===== src/sv/scfl_pkg.sv =====
// Shared types and codes of the sorted coalescing free list.
// No dependencies; imported by scfl_alu and the top level.
package scfl_pkg;

  // Request action codes.
  localparam logic ACT_ADD     = 1'b0;
  localparam logic ACT_RELEASE = 1'b1;

  // Operations of the shared arithmetic unit.
  typedef enum logic {
    ALU_ADD,
    ALU_SUB
  } alu_op_t;

  // Compare flags of the shared unit against its result.
  typedef struct packed {
    logic lt;
    logic eq;
  } scfl_flags_t;

endpackage


===== src/sv/scfl_if.sv =====
// Request and response channel interfaces of the free list.
// Valid/ready handshake; depends on nothing.
interface scfl_req_if #(
  parameter int ADDR_BITS = 32
);
  logic                 valid;
  logic                 ready;
  logic                 action;
  logic [ADDR_BITS-1:0] block_end;
  logic [ADDR_BITS-1:0] block_size;
  logic [ADDR_BITS-1:0] arena_top;

  modport source (output valid, action, block_end, block_size, arena_top, input ready);
  modport sink (input valid, action, block_end, block_size, arena_top, output ready);
endinterface

interface scfl_rsp_if #(
  parameter int ADDR_BITS = 32,
  parameter int CNT_BITS  = 5
);
  logic                 valid;
  logic                 ready;
  logic                 released;
  logic [ADDR_BITS-1:0] new_top;
  logic [CNT_BITS-1:0]  pending_count;
  logic                 overflow_error;

  modport source (output valid, released, new_top, pending_count, overflow_error,
                  input ready);
  modport sink (input valid, released, new_top, pending_count, overflow_error,
                output ready);
endinterface


===== src/sv/scfl_alu.sv =====
// Shared add/subtract unit with a compare against its result.
// Depends on scfl_pkg.
module scfl_alu
  import scfl_pkg::*;
#(
  parameter int W = 32
) (
  input  alu_op_t     op,
  input  logic [W-1:0] a,
  input  logic [W-1:0] b,
  input  logic [W-1:0] c,
  output logic [W-1:0] res,
  output scfl_flags_t  flags
);

  always_comb begin
    unique case (op)
      ALU_ADD: res = a + b;
      ALU_SUB: res = a - b;
      default: res = a - b;
    endcase
    flags.lt = (c < res);
    flags.eq = (c == res);
  end

endmodule


===== src/sv/scfl_mem.sv =====
// Entry store of the free list: one write port, one registered read port.
// Depends on nothing; it does not import scfl_pkg.
module scfl_mem #(
  parameter int DEPTH = 16,
  parameter int WIDTH = 64,
  parameter int AW    = 4
) (
  input  logic             clk,
  input  logic             wr_en,
  input  logic [AW-1:0]    wr_addr,
  input  logic [WIDTH-1:0] wr_data,
  input  logic             rd_en,
  input  logic [AW-1:0]    rd_addr,
  output logic [WIDTH-1:0] rd_data
);

  logic [WIDTH-1:0] mem [DEPTH];

  always_ff @(posedge clk) begin
    if (wr_en) begin
      mem[wr_addr] <= wr_data;
    end
  end

  // Read data holds until the next read is issued.
  always_ff @(posedge clk) begin
    if (rd_en) begin
      rd_data <= mem[rd_addr];
    end
  end

endmodule


===== src/sv/sorted_coalescing_free_list_core.sv =====
// Sorted coalescing free list for a stack allocator: top level.
// Depends on scfl_pkg, scfl_if, scfl_alu and scfl_mem.
//
// The block keeps the freed blocks that cannot yet go back to the arena,
// sorted by address, each as an end address and a size. A request on req
// either adds a block (action 0), merging it with touching neighbours, or
// tries to release the topmost pending block against arena_top (action 1).
// Every request gives exactly one response on rsp: released, new_top, the
// pending count afterwards and an overflow flag when a full list refused
// an insert. Both channels use a valid/ready handshake.
// Requests are handled one at a time by a sequencer around one shared
// adder/subtractor and a one-read, one-write entry memory. A release goes
// through S_REL to S_DONE (straight to S_DONE on an empty list); an add
// goes through S_PREP, S_SCAN for each entry scanned, a state per merge
// step and entry shifted, then S_DONE. req.ready is high only while the
// sequencer is idle, so the next request is taken in the cycle after the
// response is set up. The response sits in an output register, so the
// next request is accepted while it waits; if the receiver stalls longer,
// the following response waits in the sequencer. Synchronous reset empties
// the list at once; the entry memory itself is not cleared.
module sorted_coalescing_free_list_core
  import scfl_pkg::*;
#(
  parameter int MAX_ENTRIES = 16,
  parameter int ADDR_BITS   = 32
) (
  input  logic       clk,
  input  logic       rst,
  scfl_req_if.sink   req,
  scfl_rsp_if.source rsp
);

  localparam int IW       = $clog2(MAX_ENTRIES);
  localparam int CNT_BITS = $clog2(MAX_ENTRIES + 1);
  localparam int W        = ADDR_BITS;

  // Sequencer states.
  typedef enum logic [3:0] {
    S_IDLE,
    S_PREP,
    S_SCAN,
    S_MB,
    S_MA,
    S_SHUP,
    S_INS,
    S_FOLD_CHK,
    S_FOLD,
    S_SHDN,
    S_REL,
    S_DONE
  } state_t;

  state_t              state;
  logic [CNT_BITS-1:0] count;
  logic [IW-1:0]       idx;
  logic [IW-1:0]       k;
  logic [W-1:0]        cur_end;
  logic [W-1:0]        cur_size;
  logic [W-1:0]        cur_beg;
  logic [W-1:0]        cur_top;
  logic [W-1:0]        m_end;
  logic [W-1:0]        m_size;
  logic                res_released;
  logic [W-1:0]        res_new_top;
  logic                res_ovf;

  logic                out_valid;
  logic                out_released;
  logic [W-1:0]        out_new_top;
  logic [CNT_BITS-1:0] out_count;
  logic                out_ovf;

  // Memory port and shared unit controls.
  logic            rd_en;
  logic [IW-1:0]   rd_addr;
  logic [2*W-1:0]  rd_data;
  logic            wr_en;
  logic [IW-1:0]   wr_addr;
  logic [2*W-1:0]  wr_data;
  alu_op_t         alu_op;
  logic [W-1:0]    alu_a;
  logic [W-1:0]    alu_b;
  logic [W-1:0]    alu_c;
  logic [W-1:0]    alu_res;
  scfl_flags_t     alu_flags;

  logic [W-1:0]    rd_end;
  logic [W-1:0]    rd_size;
  logic [IW-1:0]   last;
  logic            next_ok;
  logic            fold_more;
  logic            full;
  logic            touch_after;

  assign rd_end      = rd_data[2*W-1:W];
  assign rd_size     = rd_data[W-1:0];
  assign last        = IW'(count - CNT_BITS'(1));
  assign next_ok     = (CNT_BITS'(idx) + CNT_BITS'(1)) < count;
  assign fold_more   = (CNT_BITS'(idx) + CNT_BITS'(2)) < count;
  assign full        = (count == CNT_BITS'(MAX_ENTRIES));
  assign touch_after = (cur_beg == rd_end);

  scfl_mem #(
    .DEPTH (MAX_ENTRIES),
    .WIDTH (2 * W),
    .AW    (IW)
  ) u_mem (
    .clk     (clk),
    .wr_en   (wr_en),
    .wr_addr (wr_addr),
    .wr_data (wr_data),
    .rd_en   (rd_en),
    .rd_addr (rd_addr),
    .rd_data (rd_data)
  );

  scfl_alu #(
    .W (W)
  ) u_alu (
    .op    (alu_op),
    .a     (alu_a),
    .b     (alu_b),
    .c     (alu_c),
    .res   (alu_res),
    .flags (alu_flags)
  );

  // Memory and shared unit steering. By default the unit works out the
  // begin address of the entry just read and compares the new block's end
  // against it.
  always_comb begin
    rd_en   = 1'b0;
    rd_addr = '0;
    wr_en   = 1'b0;
    wr_addr = idx;
    wr_data = {cur_end, cur_size};
    alu_op  = ALU_SUB;
    alu_a   = rd_end;
    alu_b   = rd_size;
    alu_c   = cur_end;
    unique case (state)
      S_IDLE: begin
        // Fetch the topmost entry early for a release.
        rd_en   = req.valid && (req.action == ACT_RELEASE);
        rd_addr = last;
      end
      S_PREP: begin
        alu_a = cur_end;
        alu_b = cur_size;
        if (count == '0) begin
          wr_en   = 1'b1;
          wr_addr = '0;
        end else begin
          rd_en   = 1'b1;
          rd_addr = '0;
        end
      end
      S_SCAN: begin
        priority if (alu_flags.lt) begin
          // Insert here: start moving entries up from the top.
          rd_en   = !full;
          rd_addr = last;
        end else if (alu_flags.eq || touch_after) begin
          // Merge handled in the next state with the entry still held.
        end else if (next_ok) begin
          rd_en   = 1'b1;
          rd_addr = idx + IW'(1);
        end else begin
          // Past every entry: append at the end.
          wr_en   = !full;
          wr_addr = IW'(count);
        end
      end
      S_MB: begin
        alu_op  = ALU_ADD;
        alu_a   = rd_size;
        alu_b   = cur_size;
        wr_en   = 1'b1;
        wr_data = {rd_end, alu_res};
      end
      S_MA: begin
        alu_op  = ALU_ADD;
        alu_a   = rd_size;
        alu_b   = cur_size;
        wr_en   = 1'b1;
        wr_data = {cur_end, alu_res};
        rd_en   = next_ok;
        rd_addr = idx + IW'(1);
      end
      S_SHUP: begin
        wr_en   = 1'b1;
        wr_addr = k + IW'(1);
        wr_data = rd_data;
        rd_en   = (k != idx);
        rd_addr = k - IW'(1);
      end
      S_INS: begin
        wr_en = 1'b1;
      end
      S_FOLD_CHK: begin
        alu_c = m_end;
      end
      S_FOLD: begin
        alu_op  = ALU_ADD;
        alu_a   = m_size;
        alu_b   = rd_size;
        wr_en   = 1'b1;
        wr_data = {rd_end, alu_res};
        rd_en   = fold_more;
        rd_addr = idx + IW'(2);
      end
      S_SHDN: begin
        wr_en   = 1'b1;
        wr_addr = k - IW'(1);
        wr_data = rd_data;
        rd_en   = (CNT_BITS'(k) < count);
        rd_addr = k + IW'(1);
      end
      S_REL: begin
        alu_a = cur_top;
        alu_b = rd_size;
      end
      S_DONE: begin
      end
      default: begin
      end
    endcase
  end

  // Sequencer, list count and response register.
  always_ff @(posedge clk) begin
    if (rst) begin
      state     <= S_IDLE;
      count     <= '0;
      out_valid <= 1'b0;
    end else begin
      // In the done state the response register is reloaded instead.
      if (out_valid && rsp.ready && (state != S_DONE)) begin
        out_valid <= 1'b0;
      end
      unique case (state)
        S_IDLE: begin
          if (req.valid) begin
            cur_end      <= req.block_end;
            cur_size     <= req.block_size;
            cur_top      <= req.arena_top;
            res_released <= 1'b0;
            res_new_top  <= req.arena_top;
            res_ovf      <= 1'b0;
            idx          <= '0;
            if (req.action == ACT_RELEASE) begin
              state <= (count == '0) ? S_DONE : S_REL;
            end else begin
              state <= S_PREP;
            end
          end
        end
        S_PREP: begin
          cur_beg <= alu_res;
          if (count == '0) begin
            count <= count + CNT_BITS'(1);
            state <= S_DONE;
          end else begin
            state <= S_SCAN;
          end
        end
        S_SCAN: begin
          priority if (alu_flags.lt) begin
            if (full) begin
              res_ovf <= 1'b1;
              state   <= S_DONE;
            end else begin
              k     <= last;
              state <= S_SHUP;
            end
          end else if (alu_flags.eq) begin
            state <= S_MB;
          end else if (touch_after) begin
            state <= S_MA;
          end else if (next_ok) begin
            idx <= idx + IW'(1);
          end else if (full) begin
            res_ovf <= 1'b1;
            state   <= S_DONE;
          end else begin
            count <= count + CNT_BITS'(1);
            state <= S_DONE;
          end
        end
        S_MB: begin
          state <= S_DONE;
        end
        S_MA: begin
          m_end  <= cur_end;
          m_size <= alu_res;
          state  <= next_ok ? S_FOLD_CHK : S_DONE;
        end
        S_SHUP: begin
          if (k == idx) begin
            state <= S_INS;
          end else begin
            k <= k - IW'(1);
          end
        end
        S_INS: begin
          count <= count + CNT_BITS'(1);
          state <= S_DONE;
        end
        S_FOLD_CHK: begin
          // Fold the following entry in when the gap has closed.
          state <= alu_flags.eq ? S_FOLD : S_DONE;
        end
        S_FOLD: begin
          count <= count - CNT_BITS'(1);
          if (fold_more) begin
            k     <= idx + IW'(2);
            state <= S_SHDN;
          end else begin
            state <= S_DONE;
          end
        end
        S_SHDN: begin
          if (CNT_BITS'(k) < count) begin
            k <= k + IW'(1);
          end else begin
            state <= S_DONE;
          end
        end
        S_REL: begin
          if (rd_end == cur_top) begin
            res_released <= 1'b1;
            res_new_top  <= alu_res;
            count        <= count - CNT_BITS'(1);
          end
          state <= S_DONE;
        end
        S_DONE: begin
          if (!out_valid || rsp.ready) begin
            out_valid    <= 1'b1;
            out_released <= res_released;
            out_new_top  <= res_new_top;
            out_count    <= count;
            out_ovf      <= res_ovf;
            state        <= S_IDLE;
          end
        end
        default: begin
          state <= S_IDLE;
        end
      endcase
    end
  end

  assign req.ready          = (state == S_IDLE);
  assign rsp.valid          = out_valid;
  assign rsp.released       = out_released;
  assign rsp.new_top        = out_new_top;
  assign rsp.pending_count  = out_count;
  assign rsp.overflow_error = out_ovf;

endmodule


===== src/flat_wrapper.sv =====
// flat-port wrapper written by rule: the top's interface ports become plain ports
module sorted_coalescing_free_list_core_flat import scfl_pkg::*;
#(
  parameter int MAX_ENTRIES = 16,
  parameter int ADDR_BITS   = 32
)
  (clk, rst, req_valid, req_action, req_block_end, req_block_size, req_arena_top, req_ready, rsp_valid, rsp_released, rsp_new_top, rsp_pending_count, rsp_overflow_error, rsp_ready);
  scfl_req_if #(.ADDR_BITS(ADDR_BITS)) req_i ();
  scfl_rsp_if #(.ADDR_BITS(ADDR_BITS)) rsp_i ();
  input  logic clk;
  input  logic rst;
  input wire logic [$bits(req_i.valid)-1:0] req_valid;
  input wire logic [$bits(req_i.action)-1:0] req_action;
  input wire logic [$bits(req_i.block_end)-1:0] req_block_end;
  input wire logic [$bits(req_i.block_size)-1:0] req_block_size;
  input wire logic [$bits(req_i.arena_top)-1:0] req_arena_top;
  output wire logic [$bits(req_i.ready)-1:0] req_ready;
  output wire logic [$bits(rsp_i.valid)-1:0] rsp_valid;
  output wire logic [$bits(rsp_i.released)-1:0] rsp_released;
  output wire logic [$bits(rsp_i.new_top)-1:0] rsp_new_top;
  output wire logic [$bits(rsp_i.pending_count)-1:0] rsp_pending_count;
  output wire logic [$bits(rsp_i.overflow_error)-1:0] rsp_overflow_error;
  input wire logic [$bits(rsp_i.ready)-1:0] rsp_ready;
  assign req_i.valid = req_valid;
  assign req_i.action = req_action;
  assign req_i.block_end = req_block_end;
  assign req_i.block_size = req_block_size;
  assign req_i.arena_top = req_arena_top;
  assign req_ready = req_i.ready;
  assign rsp_valid = rsp_i.valid;
  assign rsp_released = rsp_i.released;
  assign rsp_new_top = rsp_i.new_top;
  assign rsp_pending_count = rsp_i.pending_count;
  assign rsp_overflow_error = rsp_i.overflow_error;
  assign rsp_i.ready = rsp_ready;
  sorted_coalescing_free_list_core #(.MAX_ENTRIES(MAX_ENTRIES), .ADDR_BITS(ADDR_BITS)) u_core (.clk(clk), .rst(rst), .req(req_i), .rsp(rsp_i));
endmodule

===== config.mk =====
export PLATFORM = sky130hd
export DESIGN_NAME = sorted_coalescing_free_list_core_flat
export DESIGN_NICKNAME = d
export VERILOG_FILES = /design/src/sv/scfl_pkg.sv /design/src/sv/scfl_if.sv /design/src/sv/scfl_alu.sv /design/src/sv/scfl_mem.sv /design/src/sv/sorted_coalescing_free_list_core.sv /design/src/flat_wrapper.sv
export SDC_FILE = /design/constraint.sdc
export NUM_CORES = 2
export LEC_CHECK = 0
export ABC_CLOCK_PERIOD_IN_PS = 19500
export BUFFER_PORTS_ARGS = -buffer_cell sky130_fd_sc_hd__buf_2
export CAP_MARGIN = 20
export CORE_MARGIN = 10
export CORE_UTILIZATION = 45
export CTS_CLUSTER_DIAMETER = 100
export DETAILED_ROUTE_END_ITERATION = 7
export SYNTH_ARGS = -nofsm -noshare
export SYNTH_HDL_FRONTEND = slang
export SYNTH_HIERARCHICAL = 1
export SYNTH_SLANG_ARGS = --single-unit

===== constraint.sdc =====
create_clock -name clk -period 19.5 [get_ports clk]
set_clock_uncertainty 0.2 [all_clocks]
set_input_delay 1.95 -clock clk [delete_from_list [all_inputs] [get_ports clk]]
set_output_delay 1.95 -clock clk [all_outputs]
set_load 0.03 [all_outputs]

# == Word level (Yosys, flattened, before mapping) ==
# Memory sizes are Yosys's and may differ from the RTL's. A register that Yosys moved wholly into a read port is not among the register bits.
# Cells that the tools add are included.
# op_classes
n_reduce_logical,30
n_addsub,10
bitwise_logic,1
n_mux,78
n_lt_le_gt_ge,4
eq_ne,38
# ops
operator,n
$pmux 64 s3,1
$mux 32,4
$pmux 32 s2,2
$pmux 32 s4,1
$mux 4,29
$eq 32x32->1,3
$pmux 4 s10,1
$mux 5,7
$add 32x32->32,1
$lt 32x32->1,1
$pmux 4 s4,2
$sub 32x32->32,1
$pmux 5 s5,1
$pmux 4 s6,1
$mux 1,22
$eq 4x3->1 const B,4
$eq 4x4->1 const B,4
$ne 2x1->1 const B,8
$ne 2x2->1 const B,8
$reduce_and 7->1,2
$lt 5x5->1,2
$ne 3x2->1 const B,3
$reduce_or 3->1,3
$add 4x1->4 const B,2
other kinds (36),48
# word_totals
memories,1
ramBits,1024
out_inout_bits,41
in_bits,101
ff_bits,283
# memory_table
name,depth,width,rd,rd_clocked_by_memory_dff,write_ports,line,source
u_core.u_mem.mem,16,64,1,1,1,scfl_mem.sv:17,logic [WIDTH-1:0] mem [DEPTH];

# == Longest topological paths before layout ==
# logic_depth
word_depth,12
mapped_depth,39
depth_no_buf,34

# == Modules after synthesis ==
# Netlist, hierarchy kept.
# by_module_without_submodules
module,area_per_inst_um2,n_inst,cells_each,seq_area_each_um2
scfl_mem,40223.6,1,1647,32671.3
sorted_coalescing_free_list_core,14069.7,1,1053,8398.1
scfl_alu,3587.2,1,518,0.0

# == Worst setup path before layout ==
# Ideal clock, no wire load.
# synth_path
kind,register to register
startpoint,reg u_core.state[3]
endpoint,"mem u_core.u_mem.mem[0][0], enable pin"
setup_slack_ns,6.534
stages_incl_launch_ff,34
t_arrival_ns,12.202
path_buffers,4
required_time_ns,18.735
cell_sequence,dfxtp_1 -> buf_4 -> clkbuf_1 -> nor3_2 -> nor2_1 -> buf_2 -> mux2_2 -> nor3_1 -> nand3_1 -> nor4_1 -> a31o_2 -> o21ai_0 -> xnor2_1 -> ha_1 -> clkbuf_1 -> nand3_1 -> nor2b_1 -> a31o_2 -> a31oi_1 -> a2111o_1 -> o211ai_1 -> ha_1 -> nand4_1 -> nor4_1 -> nand3_1 -> or3_1 -> a21oi_1 -> a211oi_1 -> or2_2 -> a211oi_2 -> o21ai_0 -> a221o_1 -> or3b_2 -> nor3_1
# synth_lines
element,line,source
from (decl),sorted_coalescing_free_list_core.sv:53,state_t state;
from (signal assigned),sorted_coalescing_free_list_core.sv:252,state <= (count == '0) ? S_DONE : S_REL;
from (signal assigned),sorted_coalescing_free_list_core.sv:296,state <= next_ok ? S_FOLD_CHK : S_DONE;
from (signal assigned),sorted_coalescing_free_list_core.sv:311,state <= alu_flags.eq ? S_FOLD : S_DONE;
to (decl),scfl_mem.sv:17,

==> results.py <==
metrics = {
    "synthesis": {
        "synth_top_family_by_area": "multiplexers",
        "syn_area_per_cell_sq_um": 17.99,
        "yosysSeqAreaShare_pct": 70.96,
        "synthDistinctLibCells": 89,
        "synth_area_sq_um": 57880,
        "synth-async-reset-ratio_pct": 0,
        "synth-xor-area-share_pct": 2.149,
        "synth_mux_area_share_pct": 13.20,
        "synth_seq_cells": 1371,
        "synthCells": 3218,
        "synth_compound_area_share_pct": 5.999,
        "yosys.area_share.simple_pct": 4.157,
        "synth_ff_type": "edfxtp_1",
        "synth_top_area_share_pct": 70.61,
        "synth.area.top_cells": "edfxtp_1, mux4_2, mux2_2, a22oi_1, ha_1",
        "yosysTopAreaCell": "edfxtp_1",
        "synthAdderAreaFrac_pct": 1.786,
        "yosysWarnings": 6,
        "synth_edf_count": 1361,
        "syn-num-nets": 3401,
    },
    "clocking": {
        "cts_made_buffers": 145,
        "cts_resized": 0,
        "clk_path_buf_depth": 3,
        "cts_tree": "done",
        "clkTransAtPathRegs_ns": 0.06,
        "clk_latency_ns": 0.82,
        "clock_sinks": 1371,
        "cts.htree.levels": 4,
        "cts_root_buffer": "clkbuf_16",
        "cts_hold_buf": 0,
        "post_cts.repair.setup_buffers": 0,
    },
    "worst_setup_path": {
        "worst_ep_required_time_ns": 19.85,
        "slowest_stage": "dfxtp_1",
        "arrival_ns": 13.50,
        "crit_type": "register to register",
        "crit_top_cell": "buf_4",
        "setup.worst_path.end_class": "register",
        "max_stage_delay_ns": 0.97,
        "path_max_fanout": 40,
        "setup.worst_path.start_class": "register",
    },
    "placed_design": {
        "portBuffers": 141,
        "place_congestion": 0.9696,
        "hpwl_um": 109000,
        "post-place-cells": 4932,
    },
    "floorplan": {
        "die_width_um": 378.6,
        "start_util_pct": 45.33,
        "die_h_um": 378.6,
        "die-area_sq_um": 143400,
        "core.rowCount": 131,
        "core_sq_um": 127700,
        "num_io_pins": 142,
    },
    "timing": {
        "rsz0062_at_grt": "false",
        "maxSlewViolCount": 0,
        "fmax_mhz": 76.07,
        "layout_min_cycle_time_ns": 13.15,
        "fin_crit_sh_pct": 67.41,
        "setup_tns_ns": 0,
        "finalSetupViolations": 0,
        "finalHoldViolCount": 0,
        "worst_pin_slew_ns": 1.126,
        "max-slew-margin-rel_pct": 24.96,
    },
    "global_routing": {
        "grt-ovfl-total": 0,
        "antenna_found_initial": 7,
        "grt_use_total_pct": 23.87,
        "grt_pass1_wl_um": 243700,
        "grt_max_degree": 97,
        "first_global_vias": 32440,
    },
    "routing": {
        "vias": 32590,
        "ant_nets": 0,
        "drt-vias-per-instance": 6.270,
        "drc": 8,
        "wire_per_inst_um": 33.23,
        "drt_iter0_markers": 4359,
        "drt_wl_total_um": 172700,
        "drtPass1Iterations": 8,
    },
    "finish": {
        "syn2layout_area_growth_pct": 13.07,
        "fin_cells": 5197,
        "fill_cells": 10210,
        "drive_gt1_share_pct": 25.76,
        "final_net_count": 3601,
    },
    "run": {
        "cap_violations": 0,
    },
    "min_path": {
        "hold_class": "register to register",
    },
    "status": {
        "outcome": "finished with violations",
        "violations": "DRC",
    },
}
logic make-up after synthesis:
kind of cell    count (synthesis)
mux                           423
compound gates                484
flops                        1371
buf+inv                       214
xor+xnor                      142
simple gates                  502
fa+ha+maj                      82
synth_stat cells (5+ instances only):
cell type,n
nand4_1,23
xnor2_1,88
buf_1,11
nand2_1,183
or2_2,5
buf_4,9
nor4_1,18
buf_6,16
a21oi_1,113
buf_2,47
mux4_2,256
a221oi_1,5
a21o_1,23
nand3_1,28
and3_1,8
edfxtp_1,1361
a211oi_1,13
a31oi_1,10
ha_1,81
o21ai_0,36
o221ai_1,6
clkbuf_1,87
dfxtp_1,10
a22oi_1,161
a221o_1,5
mux2i_1,5
nand2b_1,20
a222oi_1,32
xor2_1,54
or3_1,12
nor2b_1,9
o211ai_1,14
inv_1,44
nor2_1,120
mux2_2,161
o31ai_1,7
o21a_1,16
nor3_1,34
flip-flops by register name, indices dropped and copies added, names as in the netlist:
register and count:
u_core/count 5, u_core/cur_beg 32, u_core/cur_end 32, u_core/cur_size 32
u_core/cur_top 32, u_core/idx 4, u_core/k 4, u_core/m_end 32
u_core/m_size 32, u_core/res_new_top 32, u_core/res_ovf 1, u_core/res_released 1
u_core/rsp.new_top 32, u_core/rsp.overflow_error 1, u_core/rsp.pending_count 5, u_core/rsp.released 1
u_core/rsp.valid 1, u_core/state 4, u_core/u_mem/mem 1024, u_core/u_mem/rd_data 64
per-layer routing:
layer / wire (um) / global-route usage [%] / up-vias
li1: - / - / 13520
met1: 69750 / 32.66 / 17210
met2: 83340 / 38.37 / 1608
met3: 13720 / 4.387 / 251
met4: 5900 / 8.403 / 2
met5: 7 / 0 / -
final cells by class:
| type | count | area [sq um] | area share, % |
|---|---|---|---|
| flip-flops and latches | 1371 | 41070 | 62.76 |
| multi-input cells | 1633 | 16070 | 24.55 |
| clock buffers | 181 | 3785 | 5.783 |
| well taps | 1662 | 2079 | 3.178 |
| repair buffers | 223 | 1355 | 2.071 |
| clock inverters | 81 | 918.4 | 1.403 |
| inverters | 44 | 165.2 | 0.2524 |
| diodes | 2 | 5.005 | 0.007647 |
stage by stage:
stage | util (%) | hold slack (ns) | setup slack [ns] | area, sq um
6_report | 51.25 | 0.2162 | 6.354 | 65440
2_1_floorplan | - | 0.2003 | 6.534 | 57880
3_5_place_dp | 47.55 | 0.2045 | 6.322 | 60710
3_3_place_gp | 47.53 | 0.2021 | 6.364 | 60680
4_1_cts | 51.23 | 0.2121 | 6.249 | 65410
5_1_grt | 51.25 | 0.2148 | 5.406 | 65440
critical path, delay by kind of cell, from the launching register on:
kind | cells | cell delay (ns)
AO/OA/AOI/OAI | 13 | 2.56
XOR/XNOR | 1 | 0.18
adder cells (fa/ha/maj) | 2 | 0.91
buffers and inverters | 7 | 3.04
flip-flops | 1 | 0.97
multiplexers | 3 | 1.30
AND/OR/NAND/NOR | 12 | 3.54
worst paths after layout:
path | startpoint | endpoint | slack, ns | cells after the start
max reg2reg | u_core/state[0]$_SDFFE_PP0P_ | u_core/u_mem/rd_data[30]$_DFFE_PP_ | 6.35 | 38
min reg2reg | u_core/res_new_top[22]$_DFFE_PP_ | u_core/rsp.new_top[22]$_DFFE_PP_ | 0.22 | 0
max | u_core/state[0]$_SDFFE_PP0P_ | u_core/u_mem/rd_data[30]$_DFFE_PP_ | 6.35 | 38
min | u_core/res_new_top[22]$_DFFE_PP_ | u_core/rsp.new_top[22]$_DFFE_PP_ | 0.22 | 0
layout by cell type, fill, tap and decap left out, types with 23 or more instances in the layout:
cell       synthesis  routed
a21o_1            23      23
a21oi_1          113     112
a222oi_1          32      32
a22oi_1          161     161
buf_2             47     142
buf_4              9      78
clkbuf_1          87      35
clkbuf_16          0     146
clkinv_1           0      26
edfxtp_1        1361    1361
ha_1              81      81
inv_1             44      44
mux2_2           161     161
mux4_2           256     256
nand2_1          183     182
nand3_1           28      28
nand4_1           23      23
nor2_1           120     102
nor3_1            34      28
o21ai_0           36      35
xnor2_1           88      88
xor2_1            54      54
Power is not shown: default switching activity piles up to over one toggle a cycle in this logic, so the estimate is an artifact.
